File: config.mk
export PLATFORM = sky130hd
export DESIGN_NAME = grid_line_tile_traversal_top
export DESIGN_NICKNAME = d
export VERILOG_FILES = /design/src/gltt_pkg.sv /design/src/gltt_ctrl.sv /design/src/gltt_dp.sv /design/src/grid_line_tile_traversal_top.sv
export SDC_FILE = /design/constraint.sdc
export NUM_CORES = 1
export LEC_CHECK = 0
export BUFFER_PORTS_ARGS = -buffer_cell sky130_fd_sc_hd__buf_2
export CAP_MARGIN = 20
export CORE_ASPECT_RATIO = 0.8
export CORE_MARGIN = 5
export CORE_UTILIZATION = 55
export CTS_CLUSTER_DIAMETER = 200
export DETAILED_ROUTE_END_ITERATION = 8
export PLACE_DENSITY = 0.7
export SYNTH_ARGS = -nofsm -noshare
export SYNTH_HDL_FRONTEND = slang
export SYNTH_SLANG_ARGS = --single-unit
File: constraint.sdc
create_clock -name clk -period 8.55 [get_ports clk]
set_input_delay 1.71 -clock clk [delete_from_list [all_inputs] [get_ports clk]]
set_output_delay 1.71 -clock clk [all_outputs]
set_load 0.01 [all_outputs]
File: src/gltt_pkg.sv
package gltt_pkg;

  // Fixed field widths of the channels
  localparam int COORD_W = 13;
  localparam int TILE_W  = 5;
  localparam int INDEX_W = 10;
  localparam int GW_W    = 6;

  // Defaults of the top-level parameters
  localparam int GRID_SIZE_DEF = 32;
  localparam int FRAC_BITS_DEF = 8;

  // Grid width after reset
  localparam logic [GW_W-1:0] GW_RESET = 6'd32;

  // One segment: start and end points in unsigned fixed point
  typedef struct packed {
    logic [COORD_W-1:0] start_x;
    logic [COORD_W-1:0] start_y;
    logic [COORD_W-1:0] end_x;
    logic [COORD_W-1:0] end_y;
  } in_item_t;

  // One visited tile
  typedef struct packed {
    logic [INDEX_W-1:0] tile_index;
    logic [TILE_W-1:0]  tile_col;
    logic [TILE_W-1:0]  tile_row;
    logic               last;
  } out_item_t;

  // Controller states
  typedef enum logic [1:0] {
    ST_IDLE,
    ST_MUL_X,
    ST_MUL_Y,
    ST_EMIT
  } state_t;

  // Commands from the controller to the datapath
  typedef struct packed {
    logic load;
    logic mul_x;
    logic mul_y;
    logic step;
  } dp_cmd_t;

  // Status from the datapath to the controller
  typedef struct packed {
    logic last;
  } dp_sts_t;

endpackage

File: src/gltt_ctrl.sv
module gltt_ctrl (
  input  logic              clk,
  input  logic              rst_n,
  input  logic              in_valid,
  output logic              in_stall,
  output logic              out_valid,
  input  logic              out_stall,
  input  gltt_pkg::dp_sts_t sts,
  output gltt_pkg::dp_cmd_t cmd
);

  gltt_pkg::state_t state_r;
  gltt_pkg::state_t state_nxt;

  // State register
  always_ff @(posedge clk) begin
    if (!rst_n) begin
      state_r <= gltt_pkg::ST_IDLE;
    end else begin
      state_r <= state_nxt;
    end
  end

  // Next state and commands: load, two setup products, then one tile per beat
  always_comb begin
    state_nxt = state_r;
    cmd       = '0;
    in_stall  = 1'b1;
    out_valid = 1'b0;
    case (state_r)
      gltt_pkg::ST_IDLE: begin
        in_stall = 1'b0;
        if (in_valid) begin
          cmd.load  = 1'b1;
          state_nxt = gltt_pkg::ST_MUL_X;
        end
      end
      gltt_pkg::ST_MUL_X: begin
        cmd.mul_x = 1'b1;
        state_nxt = gltt_pkg::ST_MUL_Y;
      end
      gltt_pkg::ST_MUL_Y: begin
        cmd.mul_y = 1'b1;
        state_nxt = gltt_pkg::ST_EMIT;
      end
      gltt_pkg::ST_EMIT: begin
        out_valid = 1'b1;
        if (!out_stall) begin
          if (sts.last) begin
            state_nxt = gltt_pkg::ST_IDLE;
          end else begin
            cmd.step = 1'b1;
          end
        end
      end
      default: begin
        state_nxt = gltt_pkg::ST_IDLE;
      end
    endcase
  end

endmodule

File: src/gltt_dp.sv
module gltt_dp #(
  parameter int GRID_SIZE = gltt_pkg::GRID_SIZE_DEF,
  parameter int FRAC_BITS = gltt_pkg::FRAC_BITS_DEF
) (
  input  logic                          clk,
  input  logic                          rst_n,
  input  gltt_pkg::in_item_t            in_item,
  input  logic                          cfg_we,
  input  logic [gltt_pkg::GW_W-1:0]     cfg_data,
  input  gltt_pkg::dp_cmd_t             cmd,
  output gltt_pkg::dp_sts_t             sts,
  output gltt_pkg::out_item_t           out_item
);

  localparam int COORD_W = gltt_pkg::COORD_W;
  localparam int TILE_W  = gltt_pkg::TILE_W;
  localparam int GW_W    = gltt_pkg::GW_W;
  localparam int INDEX_W = gltt_pkg::INDEX_W;
  localparam int NF_W    = FRAC_BITS + 1;
  localparam int P_W     = NF_W + COORD_W;
  localparam int T_W     = COORD_W + ((COORD_W > FRAC_BITS) ? COORD_W : FRAC_BITS) + 2;
  localparam int CNT_W   = $clog2(2 * GRID_SIZE);
  localparam int IDX_W   = TILE_W + GW_W;
  localparam int unsigned COORD_MAX = (GRID_SIZE << FRAC_BITS) - 1;
  localparam int unsigned FRAC_MASK = (1 << FRAC_BITS) - 1;
  localparam logic [NF_W-1:0]  ONE_TILE = NF_W'(1) << FRAC_BITS;
  localparam logic [CNT_W-1:0] LAST_CNT = CNT_W'(2 * GRID_SIZE - 2);

  // Saturate a coordinate to the grid
  function automatic logic [COORD_W-1:0] clamp_coord(input logic [COORD_W-1:0] v);
    logic [COORD_W-1:0] c;
    c = v;
    if (32'(v) > COORD_MAX) begin
      c = COORD_W'(COORD_MAX);
    end
    return c;
  endfunction

  logic [GW_W-1:0]    gw_r;
  logic [TILE_W-1:0]  x_r, y_r, endx_r, endy_r;
  logic [COORD_W-1:0] adx_r, ady_r;
  logic               neg_x_r, neg_y_r;
  logic [NF_W-1:0]    nxf_r, nyf_r;
  logic [T_W-1:0]     tx_r, ty_r;
  logic [CNT_W-1:0]   cnt_r;

  logic [COORD_W-1:0] sx, sy, ex, ey;
  logic [NF_W-1:0]    fx, fy;
  logic [NF_W-1:0]    mul_a;
  logic [COORD_W-1:0] mul_b;
  logic [P_W-1:0]     prod;
  logic               x_done, y_done, at_end;
  logic               mx, my;
  logic [IDX_W-1:0]   idx_full;

  // Grid width register, written from the configuration port
  always_ff @(posedge clk) begin
    if (!rst_n) begin
      gw_r <= gltt_pkg::GW_RESET;
    end else if (cfg_we) begin
      gw_r <= cfg_data;
    end
  end

  // Saturated start and end points and the fraction parts of the start point
  always_comb begin
    sx = clamp_coord(in_item.start_x);
    sy = clamp_coord(in_item.start_y);
    ex = clamp_coord(in_item.end_x);
    ey = clamp_coord(in_item.end_y);
    fx = NF_W'(32'(sx) & FRAC_MASK);
    fy = NF_W'(32'(sy) & FRAC_MASK);
  end

  // One shared multiplier forms the two initial crossing products
  always_comb begin
    mul_a = cmd.mul_x ? nxf_r : nyf_r;
    mul_b = cmd.mul_x ? ady_r : adx_r;
    prod  = P_W'(mul_a) * P_W'(mul_b);
  end

  // Step decision: an axis at its end tile stays; otherwise the earlier boundary wins, and a tie steps both
  always_comb begin
    x_done = (x_r == endx_r);
    y_done = (y_r == endy_r);
    at_end = x_done && y_done;
    if (x_done) begin
      mx = 1'b0;
      my = 1'b1;
    end else if (y_done) begin
      mx = 1'b1;
      my = 1'b0;
    end else begin
      mx = (tx_r <= ty_r);
      my = (ty_r <= tx_r);
    end
  end

  // Segment setup and tile walk
  always_ff @(posedge clk) begin
    if (cmd.load) begin
      x_r     <= TILE_W'(sx >> FRAC_BITS);
      y_r     <= TILE_W'(sy >> FRAC_BITS);
      endx_r  <= TILE_W'(ex >> FRAC_BITS);
      endy_r  <= TILE_W'(ey >> FRAC_BITS);
      neg_x_r <= !(ex > sx);
      neg_y_r <= !(ey > sy);
      adx_r   <= (ex > sx) ? (ex - sx) : (sx - ex);
      ady_r   <= (ey > sy) ? (ey - sy) : (sy - ey);
      nxf_r   <= (ex > sx) ? (ONE_TILE - fx) : fx;
      nyf_r   <= (ey > sy) ? (ONE_TILE - fy) : fy;
    end
    if (cmd.mul_x) begin
      tx_r <= T_W'(prod);
    end
    if (cmd.mul_y) begin
      ty_r <= T_W'(prod);
    end
    if (cmd.step) begin
      if (mx) begin
        x_r  <= neg_x_r ? TILE_W'(x_r - 1'b1) : TILE_W'(x_r + 1'b1);
        tx_r <= tx_r + (T_W'(ady_r) << FRAC_BITS);
      end
      if (my) begin
        y_r  <= neg_y_r ? TILE_W'(y_r - 1'b1) : TILE_W'(y_r + 1'b1);
        ty_r <= ty_r + (T_W'(adx_r) << FRAC_BITS);
      end
    end
  end

  // Count of tiles emitted in this run
  always_ff @(posedge clk) begin
    if (!rst_n) begin
      cnt_r <= '0;
    end else if (cmd.load) begin
      cnt_r <= '0;
    end else if (cmd.step) begin
      cnt_r <= cnt_r + 1'b1;
    end
  end

  // Result beat built from the current tile
  always_comb begin
    idx_full            = IDX_W'(y_r) * IDX_W'(gw_r) + IDX_W'(x_r);
    out_item.tile_index = INDEX_W'(idx_full);
    out_item.tile_col   = x_r;
    out_item.tile_row   = y_r;
    out_item.last       = at_end || (cnt_r == LAST_CNT);
    sts.last            = out_item.last;
  end

endmodule

File: src/grid_line_tile_traversal_top.sv
// Grid line tile traversal. Each input beat is one segment, given by start and end
// points in unsigned fixed point; the block returns, in order, one beat per grid tile
// that the segment crosses, from the start tile to the end tile, with last set on the
// final beat. Corner hits step both axes at once. The block works on one segment at a
// time: after a segment is accepted, the MUL_X and MUL_Y states form the initial crossing
// products on a single shared multiplier, and then the walk produces one tile per cycle
// while the result side does not stall. A segment has 1 to 2*GRID_SIZE-1 tiles, and the
// next segment is accepted only after the last beat of the current one has been taken.
// The row width register may be written whenever no segment is in flight.
module grid_line_tile_traversal_top #(
  parameter int GRID_SIZE = gltt_pkg::GRID_SIZE_DEF,
  parameter int FRAC_BITS = gltt_pkg::FRAC_BITS_DEF
) (
  input  logic                      clk,
  input  logic                      rst_n,
  input  logic                      in_valid,
  output logic                      in_stall,
  input  gltt_pkg::in_item_t        in_item,
  output logic                      out_valid,
  input  logic                      out_stall,
  output gltt_pkg::out_item_t       out_item,
  input  logic                      cfg_valid,
  output logic                      cfg_ready,
  input  logic [gltt_pkg::GW_W-1:0] cfg_data
);

  gltt_pkg::dp_cmd_t cmd;
  gltt_pkg::dp_sts_t sts;

  // The register port always takes a beat
  assign cfg_ready = 1'b1;

  gltt_ctrl u_ctrl (
    .clk       (clk),
    .rst_n     (rst_n),
    .in_valid  (in_valid),
    .in_stall  (in_stall),
    .out_valid (out_valid),
    .out_stall (out_stall),
    .sts       (sts),
    .cmd       (cmd)
  );

  gltt_dp #(
    .GRID_SIZE (GRID_SIZE),
    .FRAC_BITS (FRAC_BITS)
  ) u_dp (
    .clk      (clk),
    .rst_n    (rst_n),
    .in_item  (in_item),
    .cfg_we   (cfg_valid && cfg_ready),
    .cfg_data (cfg_data),
    .cmd      (cmd),
    .sts      (sts),
    .out_item (out_item)
  );

  // No segment is taken while tiles are being delivered.
  a_no_accept_in_walk: assert property (@(posedge clk) disable iff (!rst_n)
    out_valid |-> in_stall)
    else $error("segment accepted during a walk");

  // The first tile appears once the MUL_X and MUL_Y states have followed the acceptance of a segment.
  a_first_tile: assert property (@(posedge clk) disable iff (!rst_n)
    (in_valid && !in_stall) |-> ##3 out_valid)
    else $error("first tile not presented on time");

  // The run ends after the beat flagged last.
  a_run_end: assert property (@(posedge clk) disable iff (!rst_n)
    (out_valid && !out_stall && out_item.last) |=> !out_valid)
    else $error("tiles continue after the last beat");

  // Every tile lies inside the grid.
  a_in_grid: assert property (@(posedge clk) disable iff (!rst_n)
    out_valid |-> (32'(out_item.tile_col) < GRID_SIZE && 32'(out_item.tile_row) < GRID_SIZE))
    else $error("tile outside the grid");

endmodule
==> results of run 1 <==
## metrics by stage
step	cells	area, sq um
6_report	2104	16150
4_1_cts	2103	16140
3_5_place_dp	2071	15520
2_1_floorplan	1668	14750
3_3_place_gp	2071	15520
5_1_grt	2104	16150
## how the worst max path moves through the flow
stage                                   startpoint               endpoint  cells after the start  slack, ns
finish              u_ctrl.state_r[1]$_SDFFE_PN0P_  u_dp.ty_r[19]$_DFF_P_                     22       1.87
global placement    u_ctrl.state_r[1]$_SDFFE_PN0P_  u_dp.ty_r[19]$_DFF_P_                     22       2.05
CTS                 u_ctrl.state_r[1]$_SDFFE_PN0P_  u_dp.ty_r[19]$_DFF_P_                     22       1.86
detailed placement  u_ctrl.state_r[1]$_SDFFE_PN0P_  u_dp.ty_r[19]$_DFF_P_                     22       1.91
global route        u_ctrl.state_r[1]$_SDFFE_PN0P_  u_dp.ty_r[19]$_DFF_P_                     22       1.37
floorplan           u_ctrl.state_r[1]$_SDFFE_PN0P_  u_dp.ty_r[19]$_DFF_P_                     22       2.21
## layer usage
layer	wire [um]	up-vias	track usage [%]
met3	2318	49	4.862
met1	17230	5613	36.01
li1	-	5751	-
met2	16500	360	38.51
met4	874	0	7.112
met5	0	-	0
## area by class of cell
type | count | area share (%)
clock inverters | 14 | 1.224
well taps | 357 | 2.766
inverters | 256 | 5.950
multi-input cells | 1226 | 62.89
clock buffers | 18 | 2.657
flip-flops and latches | 136 | 21.32
repair buffers | 97 | 3.192
## logic make-up (layout without fill, tap and decap cells)
family	Yosys count	after routing	synth area share, %
buf+inv	306	385	7.898
mux	89	89	6.253
fa+ha+maj	283	283	29.20
flops	136	136	23.35
other cells	1	1	0.02543
simple gates	451	451	14.47
xor+xnor	97	97	5.761
compound gates	305	305	13.04
## flip-flops by register name, indices dropped and copies added (netlist names), 6 cells and up
| signal | cells |
|---|---|
| u_dp.adx_r | 13 |
| u_dp.tx_r | 28 |
| u_dp.nxf_r | 9 |
| u_dp.cnt_r | 6 |
| u_dp.nyf_r | 9 |
| u_dp.ady_r | 13 |
| u_dp.ty_r | 28 |
| u_dp.gw_r | 6 |
## synth_stat cells (22+ instances only)
cell	n	area share [%]
a21o_1	32	1.6
dfxtp_1	64	8.7
xnor2_1	69	4.1
nand3_1	32	1.1
and2_1	31	1.3
o21ai_0	41	1.4
nor2_1	141	3.6
o21ai_1	46	1.6
clkbuf_1	35	0.89
a21oi_1	83	2.8
fa_1	102	14
nor2b_1	22	0.93
edfxtp_1	72	15
nand2_1	124	3.2
inv_1	253	6.4
xor2_1	28	1.7
mux2i_1	67	4.5
ha_1	181	15
## worst reg2reg max path, cell delays in order, from the launching register on
cell and delay (ns):
dfxtp_1 0.34, inv_1 0.14, ha_1 0.17, buf_4 0.34, mux2i_1 0.89, nor2_1 0.18
fa_1 0.55, fa_1 0.52, fa_1 0.54, inv_1 0.05, fa_1 0.52, inv_1 0.04
ha_1 0.33, o21a_1 0.20, nor2_1 0.15, nor2b_1 0.07, o21ai_0 0.22, o31ai_1 0.17
o41ai_1 0.44, o21ai_1 0.17, xor2_1 0.18, a211oi_1 0.25, a21oi_1 0.06
==> summary by stage, run 1 <==
STA
Setup repair after global routing left no endpoint under its margin. The timing-limited maximum frequency is 149.7 MHz. The final clock period utilization by the worst path is 78.13%. The transition time at the pin with the least slew margin is 1.072 ns. The final max-slew violation count is 0. The worst path meets setup with 1.869 ns of slack. Hold is met by 0.4738 ns.

Headroom to the max-slew limit came out at 27.89%. In the final timing run, aggregate negative setup slack is 0 ns. Across the routed clock network, the largest skew measured is 0.006061 ns. The number of hold-slack violations in the final timing report was 0. Counting I/O delays and the setup requirement, the final critical path takes 6.681 ns.

Setup violations remaining at the end of the flow were counted as 0.

Worst setup path
The setup check on the worst reg-to-reg path leaves a slack of 1.87 ns. The worst register-to-register path begins at u_ctrl.state_r[1]$_SDFFE_PN0P_. The length in cells of the worst reg-to-reg path is 22.

Broken down by cell family, the worst path's largest delay share belongs to adder cells. Counting both buffers and inverters, the worst setup path holds a total of 4. The endpoint of the lowest-slack register-to-register path is u_dp.ty_r[19]$_DFF_P_. For the worst setup path, the data arrival time is 6.96 ns. The critical path is of the register to register type.

The largest single stage delay on the critical path is 0.88 ns. The data required time of the worst path is 8.83 ns. The critical path's most frequent cell is fa_1.

The sort of element at the start of the critical path is a register. The worst setup path is captured at a register. The critical path goes through inv_1 -> ha_1 -> buf_4 -> mux2i_1 -> nor2_1 -> fa_1 -> fa_1 -> fa_1 -> inv_1 -> fa_1 -> inv_1 -> ha_1 -> o21a_1 -> nor2_1 -> nor2b_1 -> o21ai_0 -> o31ai_1 -> o41ai_1 -> o21ai_1 -> xor2_1 -> a211oi_1 -> a21oi_1.

The largest fanout on the critical path is 24. The worst-path cell with the longest stage delay is mux2i_1.

Global routing
Entering global routing, the biggest net connects 69 pins. Global routing used 24.98% of the available tracks. The wire length of the first global-routing pass is 59570 um. The via count of the first global-routing pass is 11580. The initial antenna violation count came to 0. Global routing finished with a remaining overflow of 0.

Synth
For this run, the register share of the synthesized area comes to 23.35%. The most used flip-flop cell after synthesis is edfxtp_1. The post-synthesis cell area is 14750 sq um. The net count after synthesis is 2014. The count of synthesis-stage warnings from yosys is 0. The synthesized netlist contains 72 unique library cells. Yosys mapped a number of flops with a built-in enable equal to 72. The post-synthesis register bit count is 136. After synthesis, the mean cell area works out to 8.842 sq um. The share of flip-flops with an asynchronous set or reset is 0%. After technology mapping, the gate count stands at 1668.

Finish
The footprint of the flip-flops and latches is 3443 sq um. In the layout the commonest cells are 252 x inv_1, 180 x ha_1, 141 x nor2_1, 124 x nand2_1, 102 x fa_1. The most frequent standard cell in the layout excluding fill and tap cells is inv_1. From synthesis to final layout, the design area changed by 9.511%.

The core utilization of the finished layout is 61.35%. Cells with a size suffix above 1 make up 9.616% of the layout. The antenna diode instance count is 0.

The number of filler cells placed in the layout is 2279. The net count reported at finish is 2080. The area occupied by multi-input gates is 10160 sq um.

Placement
Buffers placed on the I/O ports in this run total 85. Detailed placement finished with a half-perimeter wire length of 29870 um. At the end of routability-driven placement, the weighted congestion stood at 0.9576.

Before CTS, the worst setup slack after placement is 1.906 ns.

Clocking
In this run the deepest clock path goes through 2 buffers. The library cell used as clock root buffer is clkbuf_16. Counting the buffers created by CTS gives 17. The number of gates resized after CTS is 0. The count of buffers added by post-CTS timing repair for setup is 0.

Clock-pin slew was measured on the worst setup and hold paths at 0.06 ns. The TritonCTS sink count is 136. The total of hold buffers inserted after clock tree synthesis is 0.

The clock latency on the worst-skew pair is 0.43 ns. The total number of H-tree levels is 4. TritonCTS built the clock tree.

Route
The first detailed-routing pass took 5 iterations. The detail route stage leaves a number of antenna-violating nets equal to 0. Dividing the detail-routed via count by the number of cells gives 5.596. Wires add up to 36920 um. After detailed routing, the average wire length per cell comes to 17.55 um. The via count is 11770. The DRC violation count after routing is 0.

The number of DRC violations after detailed-routing iteration 0 is 845.

Floorplanning
The core region is 26330 sq um. The number of top-level pins is 87. The starting utilization of the core area is 56.02%. The die covers 30210 sq um. The standard-cell row count is 53.

The die is 193.1 um wide. The die is 156.5 um tall.

Hold path
The worst hold path begins at u_dp.tx_r[27]$_DFF_P_. The worst min-delay path class is register to register. For hold timing, the worst endpoint is u_dp.tx_r[27]$_DFF_P_. Counting instances, the worst hold path has a depth of 1.

Status
The run finished with clean final reports.

Job
The reported max-cap violation count is 0.
Power of run 1 is left out: the tool's default activity adds up to more than one toggle a clock period on the data nets, which glitch-free logic cannot reach.
==> run 2: changes to the inputs <==
==> constraint.sdc (replaced) <==
create_clock -name clk -period 6.7 [get_ports clk]
set_input_delay 1.34 -clock clk [delete_from_list [all_inputs] [get_ports clk]]
set_output_delay 1.34 -clock clk [all_outputs]
set_load 0.01 [all_outputs]
==> run 2 against run 1 <==
- critical path depth is 2 lower
- via count is 0.71% higher
- utilization is 0.16 points lower
- sequential cell count stayed put
- register-to-register slack worse by 1.5 ns
- worst setup slack worse by 1.5 ns
- wire length is 0.37% lower
- critical path type unchanged
==> summary by stage, run 2 (synthesized netlist as in run 1, its figures left out) <==
Status
The flow ran to the end, and the final reports show no timing, DRC or antenna violations.

Hold path
The worst min-delay path class is register to register. The startpoint of the worst hold path is u_dp.ty_r[24]$_DFF_P_.

Worst setup path
The buffering stage count on the worst path with inverters included is 4 (unchanged). The data required time of the worst path came to 6.98 ns (-1.85 ns). The critical path's most frequent cell is fa_1.

Among all stages on the critical path, the largest delay is contributed by fa_1. The start point of the critical path is u_ctrl.state_r[1]$_SDFFE_PN0P_. The startpoint-to-endpoint class of the critical path is register to register.

Traced cell by cell, the critical path runs through inv_1 -> ha_1 -> buf_4 -> mux2i_1 -> nor2_1 -> fa_1 -> fa_1 -> fa_1 -> inv_1 -> fa_1 -> inv_1 -> ha_1 -> a211o_1 -> a211oi_1 -> o31ai_1 -> o41ai_1 -> o21ai_1 -> xor2_1 -> a211oi_1 -> a21oi_1. The largest delay contributor family on the critical path is adder cells. The sort of element at the start of the critical path is a register.

The worst setup path is captured at a register. The critical path data arrival time is 6.56 ns (-0.40 ns). The largest fanout on the critical path is 24 (unchanged).

The start of the worst register-to-register path is u_ctrl.state_r[1]$_SDFFE_PN0P_. The maximum cell stage delay along the critical path is 0.54 ns (-0.34 ns).

Floorplanning
The placeable core region was 26330 sq um (unchanged). The height of the chip came to 156.5 um (unchanged). The standard-cell row count was 53 (unchanged).

The starting utilization of the core area is 56.02% (unchanged). The width of the chip is 193.1 um (unchanged). The area of the die is 30210 sq um (unchanged). The number of top-level pins came to 87 (unchanged).

Job
The reported max-cap violation count is 0 (unchanged).

Global routing
The largest net degree at the start of global routing is 69 (unchanged). The via count of the first global-routing pass is 11390 (-1.7%). The aggregate global-route resource usage is 25.05% (+0.070 points). The total overflow reported by the global router came to 0 (unchanged). The initial antenna violation count is 0 (unchanged). The wire length of the first global-routing pass is 60120 um (+0.91%).

Finish
The most frequent standard cell in the layout excluding fill and tap cells is inv_1. The antenna diode instance count is 0 (unchanged). The largest registers in the layout are u_dp.tx_r (28), u_dp.ty_r (28). Leaving out fill and tap cells, the most frequent cells in the layout are 252 x inv_1, 180 x ha_1, 141 x nor2_1, 124 x nand2_1, 102 x fa_1. The core utilization of the finished layout is 61.19% (-0.16 points).

The net count reported at finish was 2083 (+0.14%). The final cell area excluding filler cells is 16110 sq um (-0.26%). The share of cells above drive strength 1 is 9.657% (+0.041 points). The layout overhead on the synthesized area is 9.231%.

Clocking
The library cell used as clock root buffer is clkbuf_16. The number of gates resized after CTS is 0 (unchanged). The total of hold buffers inserted after clock tree synthesis is 0 (unchanged). The total CTS buffers was 17 (unchanged).

The clock latency on the worst-skew pair is 0.43 ns (about the same). The clock tree buffer depth is 2 (unchanged). The count of buffers added by post-CTS timing repair for setup is 0 (unchanged). The total number of H-tree levels is 4 (unchanged). The TritonCTS clock tree is done. The TritonCTS sink count is 136 (unchanged). The clock transition time at the flip-flop clock pins of the worst setup and hold paths is 0.06 ns (about the same).

Route
The average wire per standard cell is 17.46 um (-0.51%). The total routed wirelength is 36780 um (-0.37%). The via density per instance was 5.627 (+0.56%). The first-pass iteration count of the detailed router is 5 (unchanged). The via count is 11860 (+0.71%).

The number of antenna-violating nets in the routed design came to 0 (unchanged). The number of DRC violations after detailed-routing iteration 0 came to 855 (+1.2%). The DRC violation count after routing is 0 (unchanged).

Placement
The number of port buffers is 85 (unchanged). The post-placement cell area is 15550 sq um (+0.19%). The HPWL reported at the end of detailed placement is 29860 um (about the same). The final weighted congestion of routability-driven global placement is 0.9495 (-0.85%). The pre-CTS setup slack is 0.5159 ns (-1.390 ns).

STA
The number of hold-slack violations in the final timing report is 0 (unchanged). The final clock period utilization by the worst path was 93.75% (+16 points). The smallest setup slack after layout is 0.4185 ns (-1.451 ns).

The number of failing setup endpoints in the final timing report is 0 (unchanged). The final critical path time including I/O delays and setup came to 6.282 ns (-0.3990 ns). The headroom to the max-slew limit is 27.71% (-0.19 points). The timing-limited maximum frequency is 159.2 MHz (+6.4%). The final setup skew is 0.009351 ns (+0.003291 ns). The final max-slew violation count came to 0 (unchanged). The total negative slack for setup checks is 0 ns (unchanged).

The transition time at the pin with the least slew margin is 1.083 ns (+0.01079 ns). Setup repair after global routing left no endpoint under its margin.
==> run 2: cell count changes in the layout (fill, tap and decap cells not counted) <==
cell	delta
clkbuf_1	+1
inv_6	-1
buf_4	+3
clkinv_2	+3
clkinv_1	+1
bufinv_16	-2
clkinv_4	-2
==> run 2: metal layers <==
layer	track usage [%]	wire length [um]	vias up
met1	37.26	17390	5678
met4	6.033	731	0
li1	-	-	5749
met5	0	0	-
met3	3.992	2306	50
met2	38.51	16350	379
==> run 2: final cells by class <==
cell class | instances | area [sq um]
fill | 2281 | 10220
clock buffer | 19 | 432.9
clock inverter | 13 | 130.1
sequential | 136 | 3443
tap | 357 | 446.7
inverter | 256 | 960.9
timing repair buffer | 100 | 538.0
multi-input combinational | 1226 | 10160
==> run 2: final timing paths <==
path	cells past startpoint	slack, ns	endpoint
max	20	0.42	u_dp.ty_r[19]$_DFF_P_
min	1	0.48	u_dp.ty_r[24]$_DFF_P_
max reg2reg	20	0.42	u_dp.ty_r[19]$_DFF_P_
min reg2reg	1	0.48	u_dp.ty_r[24]$_DFF_P_
==> run 2: per-stage QoR <==
stage                     hold slack [ns]  std cells
after floorplan                    0.4403       1668
after global placement             0.4633       2075
after detailed placement           0.4701       2075
after CTS                          0.4788       2107
after global routing               0.5046       2107
final                              0.4846       2107
Power of run 2 is left out for the same reason.
